==> src/rtl/lfu_pkg.sv <==
// ----------------------------------------------------------------------------
// lfu_pkg
// Shared types and constants of the LFU cache policy block.
// ----------------------------------------------------------------------------
package lfu_pkg;

  localparam int Capacity = 16;
  localparam int SlotW    = $clog2(Capacity);
  localparam int OccW     = $clog2(Capacity + 1);
  localparam int CapW     = 5;
  localparam int KeyW     = 32;
  localparam int ValW     = 32;
  localparam int CntW     = 32;

  localparam logic [CapW-1:0] CapReset = CapW'(16);
  localparam logic            ModeGet  = 1'b0;
  localparam logic            ModePut  = 1'b1;

  typedef logic [SlotW-1:0] slot_t;
  typedef logic [OccW-1:0]  occ_t;
  typedef logic [CntW-1:0]  cnt_t;

  typedef struct packed {
    logic                   mode;
    logic signed [KeyW-1:0] key;
    logic signed [ValW-1:0] value;
  } req_t;

  typedef struct packed {
    logic                   hit;
    logic signed [ValW-1:0] read_value;
    logic                   evicted;
    logic signed [KeyW-1:0] evicted_key;
  } rsp_t;

  typedef enum logic [1:0] {
    ST_IDLE,
    ST_SCAN,
    ST_UPDATE,
    ST_RESP
  } state_t;

  // One slot as seen at the scan read port
  typedef struct packed {
    logic                   valid;
    logic signed [KeyW-1:0] key;
    logic signed [ValW-1:0] value;
    cnt_t                   count;
    slot_t                  rank;
  } slot_rd_t;

  // Update command from the sequencer to the slot store
  typedef struct packed {
    logic                   dec_en;
    slot_t                  dec_rank;
    logic                   touch_en;
    slot_t                  touch_slot;
    slot_t                  touch_rank;
    logic                   wr_value;
    logic signed [ValW-1:0] value;
    logic                   evict_en;
    slot_t                  victim;
    logic                   ins_en;
    slot_t                  ins_slot;
    logic signed [KeyW-1:0] ins_key;
    slot_t                  ins_rank;
  } upd_t;

endpackage

==> src/rtl/lfu_cmp.sv <==
// ----------------------------------------------------------------------------
// lfu_cmp
// Shared compare unit: key match and victim ordering for one slot.
// ----------------------------------------------------------------------------
module lfu_cmp (
  input  lfu_pkg::slot_rd_t       rd,
  input  logic signed [31:0]      key,
  input  logic                    best_valid,
  input  lfu_pkg::cnt_t           best_cnt,
  input  lfu_pkg::slot_t          best_rank,
  output logic                    match,
  output logic                    better
);

  logic cnt_lt;
  logic cnt_eq;

  assign match  = rd.valid && (rd.key == key);
  assign cnt_lt = rd.count < best_cnt;
  assign cnt_eq = rd.count == best_cnt;
  // lower count wins, ties to the older rank
  assign better = rd.valid &&
                  (!best_valid || cnt_lt || (cnt_eq && (rd.rank < best_rank)));

endmodule

==> src/rtl/lfu_store.sv <==
// ----------------------------------------------------------------------------
// lfu_store
// Slot storage: valid bits, keys, values, use counts and recency ranks.
// ----------------------------------------------------------------------------
module lfu_store (
  input  logic              clk,
  input  logic              rst,
  input  lfu_pkg::slot_t    rd_idx,
  output lfu_pkg::slot_rd_t rd,
  input  lfu_pkg::upd_t     upd
);

  logic                           slot_valid [lfu_pkg::Capacity];
  logic signed [lfu_pkg::KeyW-1:0] slot_key   [lfu_pkg::Capacity];
  logic signed [lfu_pkg::ValW-1:0] slot_value [lfu_pkg::Capacity];
  lfu_pkg::cnt_t                  slot_count [lfu_pkg::Capacity];
  lfu_pkg::slot_t                 slot_rank  [lfu_pkg::Capacity];

  assign rd.valid = slot_valid[rd_idx];
  assign rd.key   = slot_key[rd_idx];
  assign rd.value = slot_value[rd_idx];
  assign rd.count = slot_count[rd_idx];
  assign rd.rank  = slot_rank[rd_idx];

  always_ff @(posedge clk) begin
    if (rst) begin
      for (int i = 0; i < lfu_pkg::Capacity; i++) begin
        slot_valid[i] <= 1'b0;
      end
    end else begin
      if (upd.evict_en) begin
        slot_valid[upd.victim] <= 1'b0;
      end
      // insert may reuse the slot just freed
      if (upd.ins_en) begin
        slot_valid[upd.ins_slot] <= 1'b1;
      end
    end
  end

  always_ff @(posedge clk) begin
    // close the rank gap left by a touched or evicted entry
    for (int i = 0; i < lfu_pkg::Capacity; i++) begin
      if (upd.dec_en && slot_valid[i] && (slot_rank[i] > upd.dec_rank)) begin
        slot_rank[i] <= slot_rank[i] - lfu_pkg::SlotW'(1);
      end
    end
    if (upd.touch_en) begin
      slot_rank[upd.touch_slot] <= upd.touch_rank;
      if (slot_count[upd.touch_slot] != '1) begin
        slot_count[upd.touch_slot] <= slot_count[upd.touch_slot] + lfu_pkg::CntW'(1);
      end
      if (upd.wr_value) begin
        slot_value[upd.touch_slot] <= upd.value;
      end
    end
    if (upd.ins_en) begin
      slot_key[upd.ins_slot]   <= upd.ins_key;
      slot_value[upd.ins_slot] <= upd.value;
      slot_count[upd.ins_slot] <= lfu_pkg::CntW'(1);
      slot_rank[upd.ins_slot]  <= upd.ins_rank;
    end
  end

endmodule

==> src/rtl/lfu_seq.sv <==
// ----------------------------------------------------------------------------
// lfu_seq
// Sequencer: request capture, slot scan through the compare unit, update
// decision and response register.
// ----------------------------------------------------------------------------
module lfu_seq (
  input  logic                      clk,
  input  logic                      rst,
  input  logic                      req_valid,
  output logic                      req_ready,
  input  lfu_pkg::req_t             req_data,
  output logic                      rsp_valid,
  input  logic                      rsp_ready,
  output lfu_pkg::rsp_t             rsp_data,
  input  logic                      cfg_we,
  input  logic [lfu_pkg::CapW-1:0]  cfg_wdata,
  output lfu_pkg::slot_t            rd_idx,
  input  lfu_pkg::slot_rd_t         rd,
  output lfu_pkg::upd_t             upd
);

  lfu_pkg::state_t state;
  lfu_pkg::state_t state_next;

  logic [lfu_pkg::CapW-1:0] cap_cfg;
  lfu_pkg::occ_t            cap_eff;
  lfu_pkg::occ_t            cap_q;
  lfu_pkg::occ_t            occ;
  lfu_pkg::occ_t            occ_next;
  lfu_pkg::req_t            req_q;
  lfu_pkg::slot_t           idx;

  logic                            found;
  lfu_pkg::slot_t                  hit_slot;
  logic signed [lfu_pkg::ValW-1:0] hit_val;
  lfu_pkg::slot_t                  hit_rank;

  logic                            have_victim;
  lfu_pkg::slot_t                  victim;
  lfu_pkg::cnt_t                   vcnt;
  lfu_pkg::slot_t                  vrank;
  logic signed [lfu_pkg::KeyW-1:0] vkey;

  logic           have_free;
  lfu_pkg::slot_t free_slot;

  logic           cmp_match;
  logic           cmp_better;
  logic           scan_last;
  logic           evict;
  lfu_pkg::occ_t  occ_m1;
  lfu_pkg::occ_t  ins_rank;
  lfu_pkg::upd_t  upd_d;
  lfu_pkg::rsp_t  rsp_next;
  lfu_pkg::rsp_t  rsp_q;

  lfu_cmp u_cmp (
    .rd         (rd),
    .key        (req_q.key),
    .best_valid (have_victim),
    .best_cnt   (vcnt),
    .best_rank  (vrank),
    .match      (cmp_match),
    .better     (cmp_better)
  );

  assign rd_idx    = idx;
  assign scan_last = idx == lfu_pkg::slot_t'(lfu_pkg::Capacity - 1);
  assign cap_eff   = (cap_cfg > lfu_pkg::CapW'(lfu_pkg::Capacity)) ?
                     lfu_pkg::OccW'(lfu_pkg::Capacity) : lfu_pkg::OccW'(cap_cfg);
  assign occ_m1    = occ - lfu_pkg::OccW'(1);

  // next state
  always_comb begin
    state_next = state;
    unique case (state)
      lfu_pkg::ST_IDLE: begin
        if (req_valid) state_next = lfu_pkg::ST_SCAN;
      end
      lfu_pkg::ST_SCAN: begin
        if (scan_last) state_next = lfu_pkg::ST_UPDATE;
      end
      lfu_pkg::ST_UPDATE: begin
        state_next = lfu_pkg::ST_RESP;
      end
      lfu_pkg::ST_RESP: begin
        if (rsp_ready) state_next = lfu_pkg::ST_IDLE;
      end
      default: state_next = lfu_pkg::ST_IDLE;
    endcase
  end

  // outputs
  always_comb begin
    req_ready = 1'b0;
    rsp_valid = 1'b0;
    upd       = '0;
    unique case (state)
      lfu_pkg::ST_IDLE:   req_ready = 1'b1;
      lfu_pkg::ST_SCAN:   ;
      lfu_pkg::ST_UPDATE: upd = upd_d;
      lfu_pkg::ST_RESP:   rsp_valid = 1'b1;
      default:            ;
    endcase
  end

  assign rsp_data = rsp_q;

  // update decision from the scan results
  always_comb begin
    upd_d    = '0;
    occ_next = occ;
    evict    = 1'b0;
    ins_rank = occ;
    rsp_next.hit         = found;
    rsp_next.read_value  = '0;
    rsp_next.evicted     = 1'b0;
    rsp_next.evicted_key = '0;
    upd_d.value          = req_q.value;
    upd_d.ins_key        = req_q.key;
    upd_d.touch_slot     = hit_slot;
    upd_d.touch_rank     = occ_m1[lfu_pkg::SlotW-1:0];
    upd_d.victim         = victim;
    upd_d.dec_rank       = hit_rank;
    if (req_q.mode == lfu_pkg::ModeGet) begin
      rsp_next.read_value = found ? hit_val : '1;
      upd_d.touch_en      = found;
      upd_d.dec_en        = found;
    end else if (cap_q != '0) begin
      if (found) begin
        upd_d.touch_en = 1'b1;
        upd_d.dec_en   = 1'b1;
        upd_d.wr_value = 1'b1;
      end else begin
        evict = occ >= cap_q;
        if (evict) begin
          upd_d.evict_en       = 1'b1;
          upd_d.dec_en         = 1'b1;
          upd_d.dec_rank       = vrank;
          rsp_next.evicted     = 1'b1;
          rsp_next.evicted_key = vkey;
          ins_rank             = occ_m1;
          // first free slot after eviction
          upd_d.ins_slot       = (have_free && (free_slot < victim)) ? free_slot : victim;
        end else begin
          occ_next       = occ + lfu_pkg::OccW'(1);
          upd_d.ins_slot = free_slot;
        end
        upd_d.ins_en   = 1'b1;
        upd_d.ins_rank = ins_rank[lfu_pkg::SlotW-1:0];
      end
    end
  end

  always_ff @(posedge clk) begin
    if (rst) begin
      state   <= lfu_pkg::ST_IDLE;
      cap_cfg <= lfu_pkg::CapReset;
      occ     <= '0;
    end else begin
      state <= state_next;
      if (cfg_we) begin
        cap_cfg <= cfg_wdata;
      end
      if (state == lfu_pkg::ST_UPDATE) begin
        occ <= occ_next;
      end
    end
  end

  always_ff @(posedge clk) begin
    if (state == lfu_pkg::ST_IDLE && req_valid) begin
      req_q       <= req_data;
      cap_q       <= cap_eff;
      idx         <= '0;
      found       <= 1'b0;
      have_victim <= 1'b0;
      have_free   <= 1'b0;
    end
    if (state == lfu_pkg::ST_SCAN) begin
      idx <= idx + lfu_pkg::SlotW'(1);
      if (cmp_match) begin
        found    <= 1'b1;
        hit_slot <= idx;
        hit_val  <= rd.value;
        hit_rank <= rd.rank;
      end
      if (cmp_better) begin
        have_victim <= 1'b1;
        victim      <= idx;
        vcnt        <= rd.count;
        vrank       <= rd.rank;
        vkey        <= rd.key;
      end
      if (!rd.valid && !have_free) begin
        have_free <= 1'b1;
        free_slot <= idx;
      end
    end
    if (state == lfu_pkg::ST_UPDATE) begin
      rsp_q <= rsp_next;
    end
  end

endmodule

==> src/rtl/lfu_cache_policy.sv <==
// Flow: a request is accepted in idle, then scanned over every slot, then the update
// state writes the store and registers the response. A new request is taken only
// after the response has been accepted and the block is back in idle.
// The scan walks one slot a cycle through one compare unit.
// Reset (rst, synchronous, active high): store empty, capacity 16, idle.
// Keys, values, counts and ranks are not cleared; only valid slots are read.
// ----------------------------------------------------------------------------
// lfu_cache_policy
// Key-value store with least-frequently-used replacement and LRU tie-break.
// ----------------------------------------------------------------------------
module lfu_cache_policy (
  input  logic                      clk,
  input  logic                      rst,
  input  logic                      req_valid,
  output logic                      req_ready,
  input  lfu_pkg::req_t             req_data,
  output logic                      rsp_valid,
  input  logic                      rsp_ready,
  output lfu_pkg::rsp_t             rsp_data,
  input  logic                      cfg_we,
  input  logic [lfu_pkg::CapW-1:0]  cfg_wdata
);

  // Request flow:
  //   idle   - ready high; a request is captured with the clamped capacity
  //   scan   - one slot a cycle: key match, free slot, and the running victim
  //            (lowest count, then lowest recency rank)
  //   update - touch, overwrite, evict and/or insert in the store
  //   resp   - response held until taken; no new request meanwhile

  lfu_pkg::slot_t    rd_idx;
  lfu_pkg::slot_rd_t rd;
  lfu_pkg::upd_t     upd;

  lfu_seq u_seq (
    .clk       (clk),
    .rst       (rst),
    .req_valid (req_valid),
    .req_ready (req_ready),
    .req_data  (req_data),
    .rsp_valid (rsp_valid),
    .rsp_ready (rsp_ready),
    .rsp_data  (rsp_data),
    .cfg_we    (cfg_we),
    .cfg_wdata (cfg_wdata),
    .rd_idx    (rd_idx),
    .rd        (rd),
    .upd       (upd)
  );

  // Slot store: single scan read port, all writes applied in the update cycle
  lfu_store u_store (
    .clk    (clk),
    .rst    (rst),
    .rd_idx (rd_idx),
    .rd     (rd),
    .upd    (upd)
  );

endmodule

==> config.mk <==
export PLATFORM = sky130hd
export DESIGN_NAME = lfu_cache_policy
export DESIGN_NICKNAME = d
export VERILOG_FILES = /design/src/rtl/lfu_pkg.sv /design/src/rtl/lfu_cmp.sv /design/src/rtl/lfu_store.sv /design/src/rtl/lfu_seq.sv /design/src/rtl/lfu_cache_policy.sv
export SDC_FILE = /design/constraint.sdc
export NUM_CORES = 2
export LEC_CHECK = 0
export BUFFER_PORTS_ARGS = -buffer_cell sky130_fd_sc_hd__buf_2
export CORE_ASPECT_RATIO = 0.7
export CORE_MARGIN = 2
export CORE_UTILIZATION = 50
export DETAILED_ROUTE_END_ITERATION = 12
export PLACE_DENSITY = 0.66
export RECOVER_POWER = 25
export SYNTH_ARGS = -nofsm -noshare
export SYNTH_HDL_FRONTEND = slang
export SYNTH_HIERARCHICAL = 1
export SYNTH_SLANG_ARGS = --single-unit
==> constraint.sdc <==
create_clock -name clk -period 9.6 [get_ports clk]
set_clock_uncertainty 0.15 [all_clocks]
set_input_delay 1.92 -clock clk [delete_from_list [all_inputs] [get_ports clk]]
set_output_delay 1.92 -clock clk [all_outputs]
set_load 0.1 [all_outputs]
After elaboration in Yosys (flattened, before gate mapping)
Memories as Yosys holds them, arrays and structs flattened. A register that Yosys moved wholly into a read port is not among the register bits.
Cells that the tools add are included.
Word-level totals
  register bits: 239
  RAM bits: 1616
  memories kept: 5
  word-level logic and storage cells: 251
  output and inout bits: 68
  bits of input ports: 75
Memories
  u_store.slot_count: words 16, bits a word 32, rd ports 2, clocked after Yosys merged registers in 1, write ports 1, RTL line lfu_store.sv:16  | lfu_pkg::cnt_t slot_count [lfu_pkg::Capacity];
  u_store.slot_key: words 16, bits a word 32, rd ports 1, clocked after Yosys merged registers in 1, write ports 1, RTL line lfu_store.sv:14  | logic signed [lfu_pkg::KeyW-1:0] slot_key [lfu_pkg::Capacity];
  u_store.slot_value: words 16, bits a word 32, rd ports 1, clocked after Yosys merged registers in 1, write ports 1, RTL line lfu_store.sv:15  | logic signed [lfu_pkg::ValW-1:0] slot_value [lfu_pkg::Capacity];
  u_store.slot_rank: words 16, bits a word 4, rd ports 17, clocked after Yosys merged registers in 1, write ports 17, RTL line lfu_store.sv:17  | lfu_pkg::slot_t slot_rank [lfu_pkg::Capacity];
  u_store.slot_valid: words 16, bits a word 1, rd ports 17, clocked after Yosys merged registers in 1, write ports 16, RTL line lfu_store.sv:13  | logic slot_valid [lfu_pkg::Capacity];
Operators by class
  bitwise logic cells: 4
  multiplexer cells: 111
  add/subtract/negate cells: 20
  magnitude comparators: 21
  reductions and logical operators: 58
  equal/unequal tests: 10
Operators with widths (number)
  $mux W32: 3
  $mux W93: 1
  $mux W4: 20
  $mux W1: 77
  $sub A4 B1 Y4 const B: 17
  $eq A32 B32 Y1: 2
  $gt A4 B4 Y1: 16
  $reduce_or A32 Y1: 2
  $logic_and A1 B1 Y1: 38
  $mux W33: 1
  $add A32 B1 Y32 const B: 1
  $lt A32 B32 Y1: 1
  $ne A32 B32 Y1 const B: 1
  $mux W5: 4
  $lt A4 B4 Y1: 2
  $pmux W2 S4: 1
  $reduce_or A4 Y1: 2
  $mux W2: 3
  $mux W6: 1
  $reduce_and A2 Y1: 3
  $add A5 B1 Y5 const B: 1
  $ge A5 B5 Y1: 1
  $gt A5 B5 Y1 const B: 1
  $reduce_and A5 Y1: 1
  15 further kinds: 24

Depth between registers and ports, before layout
An unclocked memory read counts as a cell.
  word-level depth: 14
  depth in mapped cells: 22
  mapped depth without buffers: 14

Modules after synthesis
The synthesis kept the hierarchy.
By module, submodules not included
  lfu_store: sequential area each 43241.5 µm², cells each 4605, instances 1, area each 72236.8 µm²
  lfu_seq: sequential area each 7987.7 µm², cells each 617, instances 1, area each 9995.8 µm²
  lfu_cmp: sequential area each 0.0 µm², cells each 171, instances 1, area each 1256.2 µm²

Worst setup path before layout
Ideal clock, no wire load.
  path kind: reg2reg
  from: register u_seq.state[0]
  to: memory u_store/slot_value[15][0] (netlist bit) (enable)
  buffers on the path: 6
  path slack: 2891 ps
  data arrival time: 6094 ps
  setup time: 466 ps
  data required time: 8984 ps
  clock period less this slack: 6709 ps
  stages on the path, launching flop included: 12
  cell sequence: dfxtp_1 inv_1 ha_1 clkbuf_1 and2_1 buf_2 buf_2 buf_2 buf_2 clkbuf_1 nand2_1 o21ai_0
RTL lines
  start, declared: RTL line lfu_seq.sv:22  | lfu_pkg::state_t state;
  start signal, assigned: RTL line lfu_seq.sv:157  | state <= lfu_pkg::ST_IDLE;
  start signal, assigned: RTL line lfu_seq.sv:161  | state <= state_next;
  end, declared: RTL line lfu_store.sv:15

==> impl_metrics.py <==
metrics = {
    "status": {
        "status": "complete, but fails checks",
        "failed_checks": "max-capacitance violations, max-slew violations",
    },
    "drt": {
        "drt_iter0_drc": 7543,
        "ant_nets": 0,
        "wl_per_cell_um": 31.8,
        "dr.pass1.iters": 6,
        "drt-total-wl_mm": 248,
        "num_vias": 52411,
        "remaining_drc_errors": 0,
        "viasPerCell": 6.73,
    },
    "global_route": {
        "grt_pass1_wl_mm": 358,
        "antenna_found_initial": 8,
        "grt_max_degree": 107,
        "first_global_vias": 50827,
        "grt_overflow": 0,
        "grtUsageTotal_pct": 28.8,
    },
    "setup_path": {
        "critPathMaxFanout": 79,
        "r2r-start": "u_seq/state[0]",
        "ff2ff_path_depth": 16,
        "setup.worst_path.end_class": "flip-flop",
        "critPathTopFamily": "simple AND/OR/NAND/NOR gates",
        "cp.required_ns": 10.18,
        "cp.arrival_ns": 8.62,
        "path_buf_inv": 3,
        "start_kind": "flip-flop",
        "critPathKind": "flip-flop to flip-flop",
        "slowest_stage": "ha_1",
        "critPathMaxStageDelay_ns": 1.50,
        "r2r-end": "u_store/slot_count[2][6]",
        "path_cells": "inv_1 -> ha_1 -> and2_4 -> buf_4 -> mux4_2 -> a22oi_1 -> nand2_2 -> ha_1 -> nand2_1 -> o22ai_4 -> nand4_2 -> a21oi_4 -> nand4_4 -> buf_12 -> and2_4 -> a211oi_2",
        "rrSetupSlack_ns": 1.56,
    },
    "place": {
        "io_buffers": 142,
        "dp.cells": 7447,
        "dp_hpwl_mm": 133,
        "routabilityCongestion": 0.854,
    },
    "power_and_ir_drop": {
        "p_sw_mw": 6.64,
        "p_per_area_mw_per_mm2": 239,
        "p_int_mw": 15.4,
        "p_leak_nw": 30.3,
        "max-vdd-ir-drop_v": 0.000259,
        "combinationalPowerShare_pct": 24.8,
        "seq_power_share_pct": 42.8,
        "clkPwrFrac_pct": 32.3,
        "switching_share_pct": 30.1,
    },
    "timing": {
        "final-max-slew-violation-count": 365,
        "setup_viol": 0,
        "slew_headroom_pct": -164,
        "min_period_ns": 8.04,
        "rsz0062_at_grt": "no",
        "hold_ws_ns": 0.298,
        "hold_viol": 0,
        "tightest_slew_ns": 3.96,
        "period_share_pct": 83.7,
        "fmax_mhz": 124,
        "fin_setup_tns_ns": 0,
    },
    "logic_synthesis": {
        "netlist_instances": 5393,
        "yosys_most_used_dff": "edfxtp_1",
        "yosysTopAreaCell": "edfxtp_1",
        "yosys.area.top_type_share_pct": 48.3,
        "synth_cell_types": 85,
        "synth_seq_cells": 1887,
        "synth_area_mm2": 0.0835,
        "syn_nets": 5599,
        "synth_commonest_cells": "edfxtp_1, mux4_2, a21oi_1",
        "async_flop_share_pct": 0,
        "yosysWarningCount": 6,
        "synth_area_per_cell_um2": 15.5,
        "synth_area_leaders": "edfxtp_1, mux4_2, dfxtp_1",
        "synth_edf_count": 1344,
        "yosysSeqAreaShare_pct": 61.4,
        "synth.most_common_cell": "edfxtp_1",
    },
    "min_path": {
        "whs_endpoint": "u_seq/have_victim",
        "holdCritStartpoint": "u_seq/have_victim",
        "hold_depth": 1,
        "hp-class": "flip-flop to flip-flop",
    },
    "cts": {
        "h-tree-depth": 4,
        "hold_buffers": 0,
        "clkSinkCount": 1887,
        "cts.path.max_buffers": 3,
        "postCtsSetupBuffers": 0,
        "path_clk_slew_ns": 0.06,
        "cts_tree": "built",
        "ctsResizeCount": 0,
        "cts_buffers": 178,
        "root_buffer": "clkbuf_16",
        "clk_latency_ns": 0.84,
    },
    "floorplan": {
        "die_area_mm2": 0.170,
        "die_y_um": 346,
        "core_area_mm2": 0.166,
        "die_w_um": 492,
        "io_pins": 143,
        "start_util_pct": 50.3,
        "placementRows": 125,
    },
    "cells_and_area": {
        "finalNetCount": 5611,
        "area_growth_pct": 10.3,
        "drive_above_1_share_pct": 25.6,
        "instances_no_fill": 7785,
    },
    "flow_run": {
        "maxCapViolations": 10,
    },
}
-- through the flow --
stage | utilization, % | instance area (um2) | worst slack (ns) | total power, mW
after detailed placement | 52.0 | 86300 | 2.77 | 15.1
after CTS | 55.5 | 92100 | 2.80 | 22.1
after floorplan | - | 83500 | 2.89 | 13.6
after global routing | 55.5 | 92100 | 1.37 | 22.8
after global placement | 52.0 | 86300 | 2.76 | 15.0
final | 55.5 | 92100 | 1.56 | 22.0
-- per-layer routing --
layer	share of wire, %	wire length (um)	up-vias	global-route usage, %
met4	3.3	8280	2	9.22
met3	12	30500	597	7.95
li1	-	-	21410	-
met2	44	110000	3428	42.3
met5	0.0052	13	-	0.140
met1	40	98900	26974	41.7
-- kinds of logic (layout without fill, tap and decap cells) --
kind of cell | Yosys count | in the layout | share of synthesized area, %
AO/OA/AOI/OAI | 1403 | 1403 | 10.7
other | 0 | 3 | 0
flip-flops | 1887 | 1887 | 61.4
multiplexers | 664 | 664 | 17.5
AND/OR/NAND/NOR | 631 | 631 | 4.10
XOR/XNOR | 97 | 97 | 1.07
buffers and inverters | 580 | 747 | 3.33
adder cells (fa/ha/maj) | 131 | 131 | 1.96
-- final cells by class --
cell class | instances | area [um2]
fill | 12887 | 73900
sequential | 1887 | 51200
multi-input combinational | 2926 | 29900
clock buffer | 228 | 4780
tap | 2222 | 2780
timing repair buffer | 270 | 1760
clock inverter | 107 | 1070
inverter | 142 | 567
antenna | 3 | 7.51
-- cell usage in the layout, fill, tap and decap left out, types with 42 or more instances in the layout --
| cell | synthesis | routed |
|---|---|---|
| a211oi_1 | 128 | 126 |
| buf_4 | 12 | 110 |
| inv_1 | 141 | 125 |
| mux4_2 | 627 | 627 |
| xnor2_1 | 72 | 69 |
| ha_1 | 131 | 131 |
| edfxtp_1 | 1344 | 1344 |
| o21ai_0 | 379 | 363 |
| nor2_1 | 102 | 81 |
| and2_1 | 110 | 66 |
| a211oi_2 | 165 | 165 |
| a22oi_1 | 47 | 47 |
| buf_2 | 88 | 126 |
| a21oi_1 | 609 | 608 |
| nand2_1 | 171 | 171 |
| nand4_1 | 50 | 50 |
| dfxtp_1 | 543 | 543 |
| clkbuf_16 | 0 | 181 |
| clkbuf_1 | 229 | 63 |
| nand3_1 | 42 | 42 |
-- how the worst max path moves through the flow --
| stage | cells after the start | slack, ns | startpoint | to |
|---|---|---|---|---|
| floorplan | 11 | 2.89 | u_seq/state[0] | u_store/slot_value[15][0] |
| global placement | 11 | 2.76 | u_seq/rd_idx[0] | u_seq/hit_val[6] |
| detailed placement | 11 | 2.77 | u_seq/rd_idx[0] | u_seq/hit_val[1] |
| CTS | 11 | 2.80 | u_seq/rd_idx[0] | u_seq/hit_rank[3] |
| global route | 16 | 1.37 | u_seq/state[0] | u_store/slot_count[2][6] |
| finish | 16 | 1.56 | u_seq/state[0] | u_store/slot_count[2][6] |
-- worst register-to-register path, cell delays in order, from the launching register on --
cell,delay [ns]
dfxtp_1,0.35
inv_1,0.10
ha_1,1.50
and2_4,0.90
buf_4,0.62
mux4_2,0.33
a22oi_1,0.10
nand2_2,0.35
ha_1,0.28
nand2_1,0.10
o22ai_4,0.29
nand4_2,0.20
a21oi_4,0.32
nand4_4,0.89
buf_12,0.60
and2_4,0.48
a211oi_2,0.40
-- power groups by stage --
stage / clock (mW) / combinational [mW] / sequential [mW]
final: 7.13 / 5.47 / 9.44
after global routing: 7.54 / 5.77 / 9.46
after floorplan: 0 / 3.58 / 9.97
after global placement: 0 / 5.40 / 9.61
after detailed placement: 0 / 5.45 / 9.61
after CTS: 7.22 / 5.46 / 9.44
-- state kept, by name (all words and copies together) (netlist names), 4 cells and up --
signal	flops
u_seq/rd_idx	4
u_seq/free_slot	4
u_seq/vrank	4
u_seq/cap_q	5
u_store/slot_value	512
u_seq/hit_rank	4
u_store/slot_key	512
u_store/slot_rank	64
u_seq/victim	4
u_seq/vcnt	32
u_seq/hit_slot	4
u_seq/hit_val	32
u_seq/vkey	32
u_seq/cap_cfg	5
u_store/slot_count	512
u_seq/occ	5
u_store/slot_valid	16
u_seq/rsp_data	66
u_seq/req_q	65
No activity file was read; power rests on OpenSTA's default activity.
